[src/rtl/swrt_pkg.sv]
// shared types and constants of the sliding window reorder tracker
`timescale 1ns / 1ps

package swrt_pkg;

   // op codes of an input item
   localparam logic OP_DATA = 1'b0;
   localparam logic OP_OPEN = 1'b1;

   // register word index taken from paddr[2]
   localparam logic REG_WINDOW_SIZE = 1'b0;

   localparam int SEQ_W  = 16;
   localparam int WIN_W  = 6;
   localparam int DATA_W = 32;
   localparam int ADDR_W = 3;

   localparam logic [WIN_W-1:0] WINDOW_SIZE_RESET = 6'd16;

   typedef enum logic [2:0] {
      KIND_DELIVER       = 3'd0,
      KIND_OUT_OF_WINDOW = 3'd1,
      KIND_DUPLICATE     = 3'd2,
      KIND_OOO_DUPLICATE = 3'd3,
      KIND_PENDING       = 3'd4
   } kind_type;

   typedef enum logic [1:0] {
      ST_IDLE,
      ST_SCAN,
      ST_EMIT
   } state_type;

   typedef struct packed {
      logic             op;
      logic [SEQ_W-1:0] packet_number;
      logic [SEQ_W-1:0] read_number;
   } req_type;

   typedef struct packed {
      kind_type         kind;
      logic [SEQ_W-1:0] seq_number;
      logic [SEQ_W-1:0] receipt_number;
      logic             last;
   } rsp_type;

   // verdict of the classifier on one data packet
   typedef struct packed {
      kind_type kind;
      logic     in_order;
      logic     store;
   } class_type;

endpackage

[src/rtl/swrt_classify.sv]
// verdict on one data packet: window check, duplicate check, pending map lookup
`timescale 1ns / 1ps

module swrt_classify #(
   parameter int WINDOW_MAX = 32
) (
   input  swrt_pkg::req_type                   req,
   input  logic [swrt_pkg::SEQ_W-1:0]          last_in_order,
   input  logic [WINDOW_MAX-1:0]               pending_map,
   input  logic [swrt_pkg::WIN_W-1:0]          window_size,
   output swrt_pkg::class_type                 verdict,
   output logic [WINDOW_MAX-1:0]               store_mask
);
   import swrt_pkg::*;

   localparam int IDX_W = $clog2(WINDOW_MAX);

   logic [SEQ_W-1:0] limit;
   logic [SEQ_W-1:0] d_win;
   logic [SEQ_W-1:0] d_lio;
   logic [SEQ_W-1:0] off;
   logic [IDX_W-1:0] off_idx;
   logic             beyond_window;
   logic             after_lio;

   assign limit         = req.read_number + {{(SEQ_W-WIN_W){1'b0}}, window_size};
   assign d_win         = req.packet_number - limit;
   assign d_lio         = req.packet_number - last_in_order;
   assign off           = d_lio - 16'd1;
   assign off_idx       = off[IDX_W-1:0];
   assign beyond_window = (d_win != '0) && !d_win[SEQ_W-1];
   assign after_lio     = (d_lio != '0) && !d_lio[SEQ_W-1];
   assign store_mask    = {{(WINDOW_MAX-1){1'b0}}, 1'b1} << off_idx;

   always_comb begin
      verdict = '{kind: KIND_DUPLICATE, in_order: 1'b0, store: 1'b0};
      if (beyond_window) begin
         verdict.kind = KIND_OUT_OF_WINDOW;
      end else if (!after_lio) begin
         verdict.kind = KIND_DUPLICATE;
      end else if (off == '0) begin
         verdict.kind     = KIND_DELIVER;
         verdict.in_order = 1'b1;
      end else if (off >= SEQ_W'(WINDOW_MAX)) begin
         // inside the window but past what the map can hold
         verdict.kind = KIND_OUT_OF_WINDOW;
      end else if (pending_map[off_idx]) begin
         verdict.kind = KIND_OOO_DUPLICATE;
      end else begin
         verdict.kind  = KIND_PENDING;
         verdict.store = 1'b1;
      end
   end

endmodule

[src/rtl/sliding_window_reorder_tracker.sv]
// top level of the sliding window receive reorder tracker
`timescale 1ns / 1ps

// Receive-side packet sequencing for one connection. An open item sets the
// last in-order number and clears the pending map without a result. A data
// item yields one result, except a next-in-order packet, which yields itself
// followed by every pending successor, each on its own transfer, all carrying
// the final receipt number, the last one flagged. One item is in the block at
// a time; req_stall is high from acceptance until its final result transfer.
// An item with one result is accepted, then its result is shown from the output
// registers and held there while rsp_stall is high. For an in-order packet
// releasing k pending successors, the pending map is first walked by one
// shared shift-and-increment step, one bit per cycle, to find the run length
// (and so the receipt number) before the first result is shown; then the
// k + 1 results go out one per cycle while rsp_stall is low, from a seq counter.
module sliding_window_reorder_tracker #(
   parameter int WINDOW_MAX = 32
) (
   input  logic                          clock,
   input  logic                          reset,
   // input channel
   input  logic                          req_valid,
   output logic                          req_stall,
   input  swrt_pkg::req_type             req_payload,
   // result channel
   output logic                          rsp_valid,
   input  logic                          rsp_stall,
   output swrt_pkg::rsp_type             rsp_payload,
   // register port
   input  logic                          psel,
   input  logic                          penable,
   input  logic                          pwrite,
   input  logic [swrt_pkg::ADDR_W-1:0]   paddr,
   input  logic [swrt_pkg::DATA_W-1:0]   pwdata,
   output logic [swrt_pkg::DATA_W-1:0]   prdata,
   output logic                          pready
);
   import swrt_pkg::*;

   // a released run holds at most WINDOW_MAX-1 successors
   localparam int CNT_W = $clog2(WINDOW_MAX);

   state_type               state_ff, state_in;
   logic [SEQ_W-1:0]        lio_ff, lio_in;
   logic [WINDOW_MAX-1:0]   map_ff, map_in;
   logic [WIN_W-1:0]        win_ff, win_in;
   kind_type                kind_ff, kind_in;
   logic [SEQ_W-1:0]        seq_ff, seq_in;
   logic [CNT_W-1:0]        run_ff, run_in;

   class_type               verdict;
   logic [WINDOW_MAX-1:0]   store_mask;
   logic                    req_xfer;
   logic                    rsp_xfer;
   logic                    cfg_write;

   swrt_classify #(
      .WINDOW_MAX (WINDOW_MAX)
   ) u_classify (
      .req           (req_payload),
      .last_in_order (lio_ff),
      .pending_map   (map_ff),
      .window_size   (win_ff),
      .verdict       (verdict),
      .store_mask    (store_mask)
   );

   // handshakes
   assign req_stall = (state_ff != ST_IDLE);
   assign rsp_valid = (state_ff == ST_EMIT);
   assign req_xfer  = req_valid && !req_stall;
   assign rsp_xfer  = rsp_valid && !rsp_stall;

   // result comes straight from registers, stable while stalled;
   // lio_ff already holds the final receipt number in the emit state
   assign rsp_payload = '{kind:           kind_ff,
                          seq_number:     seq_ff,
                          receipt_number: lio_ff,
                          last:           (run_ff == '0)};

   // register port
   assign pready    = 1'b1;
   assign cfg_write = psel && penable && pwrite && pready;
   assign prdata    = (paddr[2] == REG_WINDOW_SIZE) ?
                      {{(DATA_W-WIN_W){1'b0}}, win_ff} : '0;

   // next state
   always_comb begin
      state_in = state_ff;
      unique case (state_ff)
         ST_IDLE: begin
            if (req_xfer && (req_payload.op == OP_DATA)) begin
               // a run only when the successor of the delivered packet waits
               state_in = (verdict.in_order && map_ff[1]) ? ST_SCAN : ST_EMIT;
            end
         end
         ST_SCAN: begin
            if (!map_ff[1]) begin
               state_in = ST_EMIT;
            end
         end
         ST_EMIT: begin
            if (rsp_xfer && (run_ff == '0)) begin
               state_in = ST_IDLE;
            end
         end
         default: state_in = ST_IDLE;
      endcase
   end

   // datapath updates
   always_comb begin
      lio_in  = lio_ff;
      map_in  = map_ff;
      win_in  = win_ff;
      kind_in = kind_ff;
      seq_in  = seq_ff;
      run_in  = run_ff;

      if (cfg_write && (paddr[2] == REG_WINDOW_SIZE)) begin
         win_in = pwdata[WIN_W-1:0];
      end

      unique case (state_ff)
         ST_IDLE: begin
            if (req_xfer) begin
               if (req_payload.op == OP_OPEN) begin
                  lio_in = req_payload.packet_number;
                  map_in = '0;
               end else begin
                  kind_in = verdict.kind;
                  seq_in  = req_payload.packet_number;
                  run_in  = '0;
                  if (verdict.in_order) begin
                     lio_in = req_payload.packet_number;
                     map_in = {1'b0, map_ff[WINDOW_MAX-1:1]};
                  end else if (verdict.store) begin
                     map_in = map_ff | store_mask;
                  end
               end
            end
         end
         ST_SCAN: begin
            // shared step: consume one pending bit, advance the in-order mark
            map_in = {1'b0, map_ff[WINDOW_MAX-1:1]};
            lio_in = lio_ff + 16'd1;
            run_in = run_ff + CNT_W'(1);
         end
         ST_EMIT: begin
            if (rsp_xfer && (run_ff != '0)) begin
               seq_in = seq_ff + 16'd1;
               run_in = run_ff - CNT_W'(1);
            end
         end
         default: begin
            run_in = '0;
         end
      endcase
   end

   always_ff @(posedge clock) begin
      if (reset) begin
         state_ff <= ST_IDLE;
         lio_ff   <= '0;
         map_ff   <= '0;
         win_ff   <= WINDOW_SIZE_RESET;
         run_ff   <= '0;
      end else begin
         state_ff <= state_in;
         lio_ff   <= lio_in;
         map_ff   <= map_in;
         win_ff   <= win_in;
         run_ff   <= run_in;
      end
   end

   always_ff @(posedge clock) begin
      kind_ff <= kind_in;
      seq_ff  <= seq_in;
   end

   // bit 0 of the map is set only while a run is being walked
   a_map_bit0_scan : assert property (@(posedge clock) disable iff (reset)
      map_ff[0] == (state_ff == ST_SCAN))
      else $error("pending map bit 0 out of step with scan");

   // each scan step moves the in-order mark by exactly one
   a_scan_advance : assert property (@(posedge clock) disable iff (reset)
      (state_ff == ST_SCAN) |=> (lio_ff == $past(lio_ff) + 16'd1))
      else $error("scan step did not advance last in-order number");

   // within a run the sequence climbs by one and the receipt holds
   a_run_order : assert property (@(posedge clock) disable iff (reset)
      (rsp_xfer && !rsp_payload.last) |=>
         (rsp_valid && (rsp_payload.seq_number == $past(rsp_payload.seq_number) + 16'd1)
          && $stable(rsp_payload.receipt_number)))
      else $error("released run out of order");

   // the final transfer of an item frees the input side
   a_last_frees : assert property (@(posedge clock) disable iff (reset)
      (rsp_xfer && rsp_payload.last) |=> (state_ff == ST_IDLE))
      else $error("block not idle after final result");

endmodule
[config.mk]
export PLATFORM = sky130hd
export DESIGN_NAME = sliding_window_reorder_tracker
export DESIGN_NICKNAME = d
export VERILOG_FILES = /design/src/rtl/swrt_pkg.sv /design/src/rtl/swrt_classify.sv /design/src/rtl/sliding_window_reorder_tracker.sv
export SDC_FILE = /design/constraint.sdc
export NUM_CORES = 1
export LEC_CHECK = 0
export ABC_CLOCK_PERIOD_IN_PS = 8300
export BUFFER_PORTS_ARGS = -buffer_cell sky130_fd_sc_hd__buf_2
export CELL_PAD_IN_SITES_DETAIL_PLACEMENT = 1
export CELL_PAD_IN_SITES_GLOBAL_PLACEMENT = 2
export CORE_ASPECT_RATIO = 1.5
export CORE_MARGIN = 2
export CORE_UTILIZATION = 33
export CTS_CLUSTER_DIAMETER = 40
export DETAILED_ROUTE_END_ITERATION = 10
export PLACE_DENSITY_LB_ADDON = 0.1
export SYNTH_ARGS = -nofsm -noshare
export SYNTH_HDL_FRONTEND = slang
export SYNTH_SLANG_ARGS = --single-unit
[constraint.sdc]
create_clock -name clock -period 8.3 [get_ports clock]
set_input_delay 2.49 -clock clock [delete_from_list [all_inputs] [get_ports clock]]
set_output_delay 2.49 -clock clock [all_outputs]
set_load 0.005 [all_outputs]
==> results.md <==
- Row cnt: 67
- Fin util: 37.3%
- Post-CTS resize count: 0
- Ports: 146
- VDD IR max: 120 uV
- Hold Path End: run_ff[3]
- Synthesized area per cell: 8.06 sq um
- Commonest cells post-synth: nor2_1 (103), inv_1 (76), nand2_1 (67)
- Area of the multi-input gates: 5050 sq um
- Post-DP HPWL: 18900 microns
- Grt met2 use: 39.2%
- P_leak: 3.60 nW
- Area of the core: 22300 sq um
- Hold Vio Cnt, Final: 0
- Worst-case reg-to-reg path depth: 16
- Die extent in x: 127 microns
- # fillers: 2763
- TritonCTS Sinks: 80
- Flip-flop and latch area: 1790 sq um
- Final Max Slew Viols: 0
- DIE HEIGHT: 188 microns
- Area growth, synth to finish: 11.5%
- Max Clk Rate: 0.137 GHz
- Status: complete, no violations
- Met3 layer usage reported by global route: 3.45%
- Clock slew at reported path FFs: 60 ps
- Htree depth: 3
- Cell chain of the critical path: buf_2 -> fa_1 -> inv_1 -> ha_1 -> or2_2 -> fa_1 -> a211o_1 -> o211ai_1 -> nand2_1 -> a41oi_1 -> nor4_1 -> a41oi_1 -> nor3_2 -> a211oi_4 -> or2_1 -> o32ai_1
- Clock skew: 13.0 ps
- Max FO, Critical Path: 18
- Unrepaired setup endpoints after global routing: false
- WHS: 479 ps
- R2R Setup Slk: 2940 ps
- Longest Clk Path Bufs: 2
- Detailed Route WL: 24500 microns
- Crit-path max cell delay: 750 ps
- Most common cell in the netlist: nor2_1
- DR vias: 6887
- Worst Hold Depth: 2
- Largest net degree at the start of global routing: 51
- Wirelength per Cell: 19.3 microns
- Layout Nets: 1123
- # hold bufs at CTS: 0
- Setup crit end kind: register
- Crit path kind: primary input to register
- Total Power: 0.00135 W
- Starting Density: 33.5%
- Hold_sp: run_ff[3]
- Share of layout cells above drive strength 1: 15.9%
- Root buf cell: clkbuf_16
- Syn Std Cell Area: 7460 sq um
- Post-Synthesis Cells: 925
- Most used DFF post-synth: dfxtp_1
- Worst EP arrival: 7490 ps
- Slew headroom: 44.2%
- Global route total overflow: 0
- TritonCTS clock tree: yes
- Antenna cells: 0
- Met1 Use GR: 23.1%
- Flops & latches, synth: 80
- Post-synth EDFFs: 19
- Antenna violations before repair: 1
- Yosys top cell area share: 16.4%
- DRC: 0
- RR Endpoint: lio_ff[5]
- Full die area: 23800 sq um
- Initial drt markers: 236
- Setup Buffers After CTS: 0
- Seq/Total Area, Yosys: 24.0%
- ANT nets after route: 0
- Crit path time final: 7290 ps
- Cell area power density: 162 nW/um^2
- TNS Setup: 0 ps
- Vias in the first global route: 7093
- Synth warnings: 0
- Drt pass-1 iters: 5
- Busiest grt layer: met2
- Clock latency on the worst-skew pair: 360 ps
- Netlist cell types: 83
- Total CTS buffers: 9
- Synth top area cells: dfxtp_1 (16%), ha_1 (9.2%), edfxtp_1 (7.6%)
- Area leader, netlist: dfxtp_1
- I/O Buffers: 90
- Fin crit share: 87.8%
- Final Wtd Congestion: 0.799
- First-pass GRT wire length: 39000 microns
- Placed insts: 1250
- Max Cap Viol: 0
- Slew at the pin closest to its max-slew limit: 838 ps
- Ys async rst share: 0%
- DR vias/cell: 5.44
- GRT Util Overall: 20.7%
- Setup violations, final: 0
- Non-Filler Instances: 1266
- CP max stage cell: or2_1
- Startpoint Class: primary input
- Worst R2R Start: win_ff[0]
- WP data required: 8500 ps
- Min-delay worst type: register to register
per-layer routing:
layer	wire, microns	part of all wire, %
met3	792	3.2
met4	626	2.6
met5	13	0.053
met2	13200	54
met1	9820	40
logic make-up (layout without fill, tap and decap cells):
| kind of cell | Yosys count | after routing | share of synthesized area (%) |
|---|---|---|---|
| compound gates | 260 | 260 | 25.5 |
| xor+xnor | 41 | 41 | 5.02 |
| fa+ha+maj | 63 | 63 | 11.4 |
| buf+inv | 154 | 194 | 9.58 |
| flops | 80 | 80 | 24.0 |
| mux | 27 | 27 | 5.03 |
| other cells | 2 | 27 | 0.101 |
| simple gates | 298 | 298 | 19.4 |
area by class of cell:
class,instances,area share [%]
inverter,77,3.48
sequential,80,21.5
timing repair buffer,101,6.56
clock inverter,7,0.827
clock buffer,9,2.71
tap,276,4.15
multi-input combinational,716,60.7
state kept, by name, indices dropped and copies added, names as in the netlist:
name / flops
seq_ff: 16
map_ff: 32
state_ff: 2
win_ff: 6
kind_ff: 3
run_ff: 5
lio_ff: 16
cell usage in the layout, fill, tap and decap left out, drive strengths merged, types with 9 or more instances in the layout:
master  instances
a31oi          11
nor3           13
xor2           20
and3           24
buf           101
a22oi          21
inv            79
dfxtp          61
a21o           31
ha             55
nor2          103
a211oi         37
conb           27
o21ai          31
nand2          67
a21oi          53
edfxtp         19
o32ai          10
nor2b          16
xnor2          21
a311oi         12
clkbuf          9
nand3          32
mux2i          15
report_power, final:
part           internal [W]  leakage (nW)  switching, W  total [W]
clock network      0.000233         0.140      0.000180   0.000413
registers          0.000426         0.677     0.0000267   0.000453
logic              0.000190          2.79      0.000295   0.000485
total              0.000850          3.60      0.000501    0.00135
worst max-delay path, delay by kind of cell:
| kind | cells | cell delay [ps] |
|---|---|---|
| buffers and inverters | 2 | 200 |
| AND/OR/NAND/NOR | 5 | 1460 |
| adder cells (fa/ha/maj) | 3 | 1150 |
| AO/OA/AOI/OAI | 6 | 2170 |
stage by stage:
| stage | instance area (sq um) | setup WS (ps) |
|---|---|---|
| detailed placement | 8020 | 486 |
| global route | 8320 | 539 |
| floorplan | 7550 | 1740 |
| global placement | 8020 | 532 |
| CTS | 8320 | 856 |
| finish | 8320 | 1010 |
worst max path at each step:
stage / from / end / depth (start not counted)
2_1_floorplan: req_payload[0] / lio_ff[10] / 19
3_3_place_gp: req_payload[16] / lio_ff[2] / 16
3_5_place_dp: req_payload[16] / lio_ff[2] / 16
4_1_cts: req_payload[16] / lio_ff[5] / 16
5_1_grt: req_payload[16] / lio_ff[2] / 16
6_report: req_payload[16] / lio_ff[5] / 16
(Power assumes the default switching activity.)
